### src/tdr_pkg.sv
`default_nettype none
package tdr_pkg;
    localparam int DIGIT_BITS_DEFAULT = 64;
    localparam int FIELD_BITS = 64;
    // Number of quotient bits resolved in each pipeline stage
    localparam int BITS_PER_STAGE_DEFAULT = 4;
endpackage
`default_nettype wire

### src/tdr_stage.sv
`default_nettype none
module tdr_stage
    import tdr_pkg::*;
#(
    parameter int DIGIT_BITS = DIGIT_BITS_DEFAULT,
    parameter int STEPS = BITS_PER_STAGE_DEFAULT
) (
    input  wire logic                    clk,
    input  wire logic                    rst_n,
    input  wire logic                    advance,
    input  wire logic                    in_valid,
    input  wire logic [2*DIGIT_BITS-1:0] in_rem,
    input  wire logic [2*DIGIT_BITS-1:0] in_div,
    input  wire logic [DIGIT_BITS-1:0]   in_quo,
    input  wire logic                    in_flag,
    output logic                         out_valid,
    output logic [2*DIGIT_BITS-1:0]      out_rem,
    output logic [2*DIGIT_BITS-1:0]      out_div,
    output logic [DIGIT_BITS-1:0]        out_quo,
    output logic                         out_flag
);
    logic                    valid_reg;
    logic [2*DIGIT_BITS-1:0] rem_reg, rem_next;
    logic [2*DIGIT_BITS-1:0] div_reg;
    logic [DIGIT_BITS-1:0]   quo_reg, quo_next;
    logic                    flag_reg;

    // Run STEPS restoring division steps on the shifted remainder
    always_comb
    begin
        logic [2*DIGIT_BITS:0] sh;
        logic [2*DIGIT_BITS:0] diff;
        rem_next = in_rem;
        quo_next = in_quo;
        for (int i = 0; i < STEPS; i++)
        begin
            sh = {rem_next, 1'b0};
            diff = sh - {1'b0, in_div};
            if (!diff[2*DIGIT_BITS])
            begin
                rem_next = diff[2*DIGIT_BITS-1:0];
                quo_next = {quo_next[DIGIT_BITS-2:0], 1'b1};
            end
            else
            begin
                rem_next = sh[2*DIGIT_BITS-1:0];
                quo_next = {quo_next[DIGIT_BITS-2:0], 1'b0};
            end
        end
    end

    // Hold valid under reset, advance when the pipeline moves
    always_ff @(posedge clk or negedge rst_n)
    begin
        if (!rst_n)
            valid_reg <= 1'b0;
        else if (advance)
            valid_reg <= in_valid;
    end

    // Advance payload
    always_ff @(posedge clk)
    begin
        if (advance)
        begin
            rem_reg  <= rem_next;
            div_reg  <= in_div;
            quo_reg  <= quo_next;
            flag_reg <= in_flag;
        end
    end

    assign out_valid = valid_reg;
    assign out_rem   = rem_reg;
    assign out_div   = div_reg;
    assign out_quo   = quo_reg;
    assign out_flag  = flag_reg;
endmodule
`default_nettype wire

### config.mk
export PLATFORM = sky130hd
export DESIGN_NAME = tdr_stage
export DESIGN_NICKNAME = d
export VERILOG_FILES = /design/src/tdr_pkg.sv /design/src/tdr_stage.sv
export SDC_FILE = /design/constraint.sdc
export NUM_CORES = 2
export LEC_CHECK = 0
export BUFFER_PORTS_ARGS = -buffer_cell sky130_fd_sc_hd__buf_4
export CORE_ASPECT_RATIO = 2
export CORE_MARGIN = 5
export CORE_UTILIZATION = 40
export DETAILED_ROUTE_END_ITERATION = 16
export PLACE_DENSITY = 0.58
export SLEW_MARGIN = 15
export SYNTH_ARGS = -nofsm -noshare
export SYNTH_HDL_FRONTEND = slang
export SYNTH_SLANG_ARGS = --single-unit
### constraint.sdc
create_clock -name clk -period 1.87 [get_ports clk]
set_clock_uncertainty 0.1 [all_clocks]
set_input_delay 0.0935 -clock clk [delete_from_list [all_inputs] [get_ports clk]]
set_output_delay 0.0935 -clock clk [all_outputs]
set_load 0.02 [all_outputs]
==> summary.md <==
| Metric | Value |
|---|---|
| Status | `finished, violations left` |
| Yosys reg bits | `322` |
| Number of buffer and inverter stages on the critical path | `20` |
| First-pass GRT wire length | `436000 um` |
| Post-synth EDFFs | `321` |
| Clock root buffer | `clkbuf_16` |
| Placed cell count | `11100` |
| Die area | `around 0.13 mm^2` |
| CP Data Required Time | `2.20 ns` |
| # nets final | `between 10000 and 15000` |
| RSZ-0062 raised after global routing | `yes` |
| Global route overflow | `0` |
| Top Family by Delay on Critical Path | `compound AO/OA/AOI/OAI gates` |
| Boundary Pins | `647` |
| Async S/R FF share, synth | `0.00311` |
| Tmin final | `14.60 ns` |
| Number of distinct library cells after synthesis | `103` |
| Fill cell count | `10100` |
| Setup violators final | `132` |
| Yosys warning count | `0` |
| Slew Limit Fails | `0` |
| Final Cell Area | `0.0835 mm^2` |
| Die Wd | `256 um` |
| Synth area leaders | `edfxtp_1 20%, ha_1 13%, a21oi_1 9.0%` |
| Final period utilization | `7.81` |
| Seq/Total Area, Yosys | `0.200` |
| Initial DRC Count | `4479` |
| CORE AREA | `0.120 mm^2` |
| Post-DP Area | `~0.076 mm^2` |
| Crit path largest cell delay | `0.53 ns` |
| Area leader, netlist | `edfxtp_1` |
| Cell mode on critical path | `buf_4` |
| Highest-delay cell along the critical path | `nor2_1` |
| Maximum clock frequency | `roughly 0.07 GHz` |
| Worst setup EP type | `register` |
| Syn Nets | `roughly 7100` |
| Mapped cell area | `0.0482 mm^2` |
| Ys flop type | `edfxtp_1` |
| Syn Area/Cell | `7.65 um^2` |
| Layout cell share with drive strength beyond 1 | `0.441` |
| Input/output buffers | `between 600 and 700` |
| Hold Fails Final Rpt | `14` |
| DR vias | `66800` |
| H-tree level count | `1` |
| Kind of critical path | `in2reg` |
| GPL Wtd Cong | `between 1 and 1.5` |
| Worst reg2reg setup slack | `0.44 ns` |
| Seq. cell area | `about 0.0097 mm^2` |
| Crit path launch type | `primary input` |
| Initial antenna violation count | `25` |
| Worst-path maximum fanout | `19` |
| CTS buffer count | `30` |
| Worst-path clk slew | `0.07 ns` |
| Initial core utilization | `0.402` |
| Final Hold Slack | `-0.00903 ns` |
| Number of max-cap violations | `0` |
| Worst slew pin tran | `0.928 ns` |
| Fin cells | `11500` |
| Layout overhead on the synthesized area | `73.2%` |
| Largest net degree at the start of global routing | `41` |
| Clock Sinks | `between 300 and 400` |
| Final ANT Viol Nets | `0` |
| Rows | `180` |
| Post-DP HPWL | `250000 um` |
| Most numerous cell in the Yosys netlist | `a21oi_1` |
| Footprint of the multi-input gates | `0.0385 mm^2` |
| Final WS setup | `-12.73 ns` |
| Avg WL per Cell | `approximately 27 um` |
| Relative slew slack | `0.380` |
| Post-Synthesis Cells | `6305` |
| CTS tree | `built` |
| DP Worst Slack | `-14.91 ns` |
| Area fraction of the dominant cell type after synthesis | `0.200` |
| Hold Crit Class | `in2reg` |
| DRT Pass-1 Iters | `6` |
| Worst EP arrival | `14.93 ns` |
| Remaining DRCs | `0` |
| GRT Overall Usage | `0.452` |
| Failing checks | `negative hold slack, negative setup slack` |
| Die height | `around 500 um` |
| Vias in the first global route | `between 70000 and 80000` |
| Max Root-Sink Buffers | `3` |
| Skew-Pair Late Insertion Delay | `about 0.67 ns` |
| Synth top cells by count | `866 x a21oi_1, 570 x nor2_1, 552 x nand2_1` |
| Vias per cell | `5.82` |
| DRT Wirelength | `about 300000 um` |
-- per-layer routing --
metal	up-vias	GRT usage	part of all wire
li1	30400	-	-
met1	30900	0.348	0.28
met2	3455	0.799	0.48
met3	2081	0.119	0.069
met4	8	0.604	0.18
met5	-	0.000381	0.00016
-- logic make-up after synthesis --
family / after synthesis / synth area share
fa+ha+maj: 509 / 0.132
compound gates: 2240 / 0.287
mux: 221 / 0.0585
buf+inv: 710 / 0.0577
simple gates: 1816 / 0.176
xor+xnor: 487 / 0.0890
flops: 322 / 0.200
-- layout make-up --
| class | count | area share |
|---|---|---|
| Clock buffer | 35 | 0.00947 |
| Timing Repair Buffer | 3900 | 0.371 |
| Sequential cell | 322 | 0.116 |
| Timing Repair inverter | 3 | 0.000315 |
| Inverter | 367 | 0.0170 |
| Clock inverter | 20 | 0.00171 |
| Multi-Input combinational cell | 5273 | 0.461 |
| Tap cell | 1547 | 0.0232 |
| Antenna cell | 20 | 0.000599 |
-- final timing paths --
check                            startpoint           end  depth (start not counted)
worst max-delay path            in_div[109]  out_rem[127]                         72
worst min-delay path             in_quo[30]   out_quo[34]                          2
worst max register to register    out_valid     out_valid                          2
worst min register to register    out_valid     out_valid                          2
max in group asynchronous             rst_n     out_valid                          3
min in group asynchronous             rst_n     out_valid                          3
-- stage by stage --
step                utilization  hold slack, ns  TNS (ns)
floorplan                     -          -0.302  -1474.65
global placement          0.636          -0.231  -1924.62
detailed placement        0.636          -0.229  -1925.13
CTS                       0.686      0.00000350  -1588.57
global route              0.696         0.00235  -1681.39
finish                    0.696        -0.00903  -1638.58
-- registers in the layout, summed over array words and instances (netlist names) --
name / cells
out_rem: 128
out_div: 128
out_quo: 64
out_flag: 1
out_valid: 1
-- placed cells by master (no fill, tap or decap), types with 178 or more instances in the layout --
master	instances
o21ai_0	332
edfxtp_1	321
xor2_1	179
o21bai_1	178
nand2_1	538
nand4_1	215
a21o_1	307
nor2_1	539
inv_1	347
a21oi_1	760
ha_1	446
buf_4	3576
dlygate4sd3_1	224
xnor2_1	300
-- what timing repair did --
item,in CTS,in global routing
resized for setup,414,190
setup endpoints to repair,132,132
hold buffers,221,3
hold endpoints to repair,284,3
cloned,17,2
pin swaps,114,102
buffers inserted,55,33
Power is not shown: default switching activity piles up to over one toggle a cycle in this logic, so the estimate is an artifact.
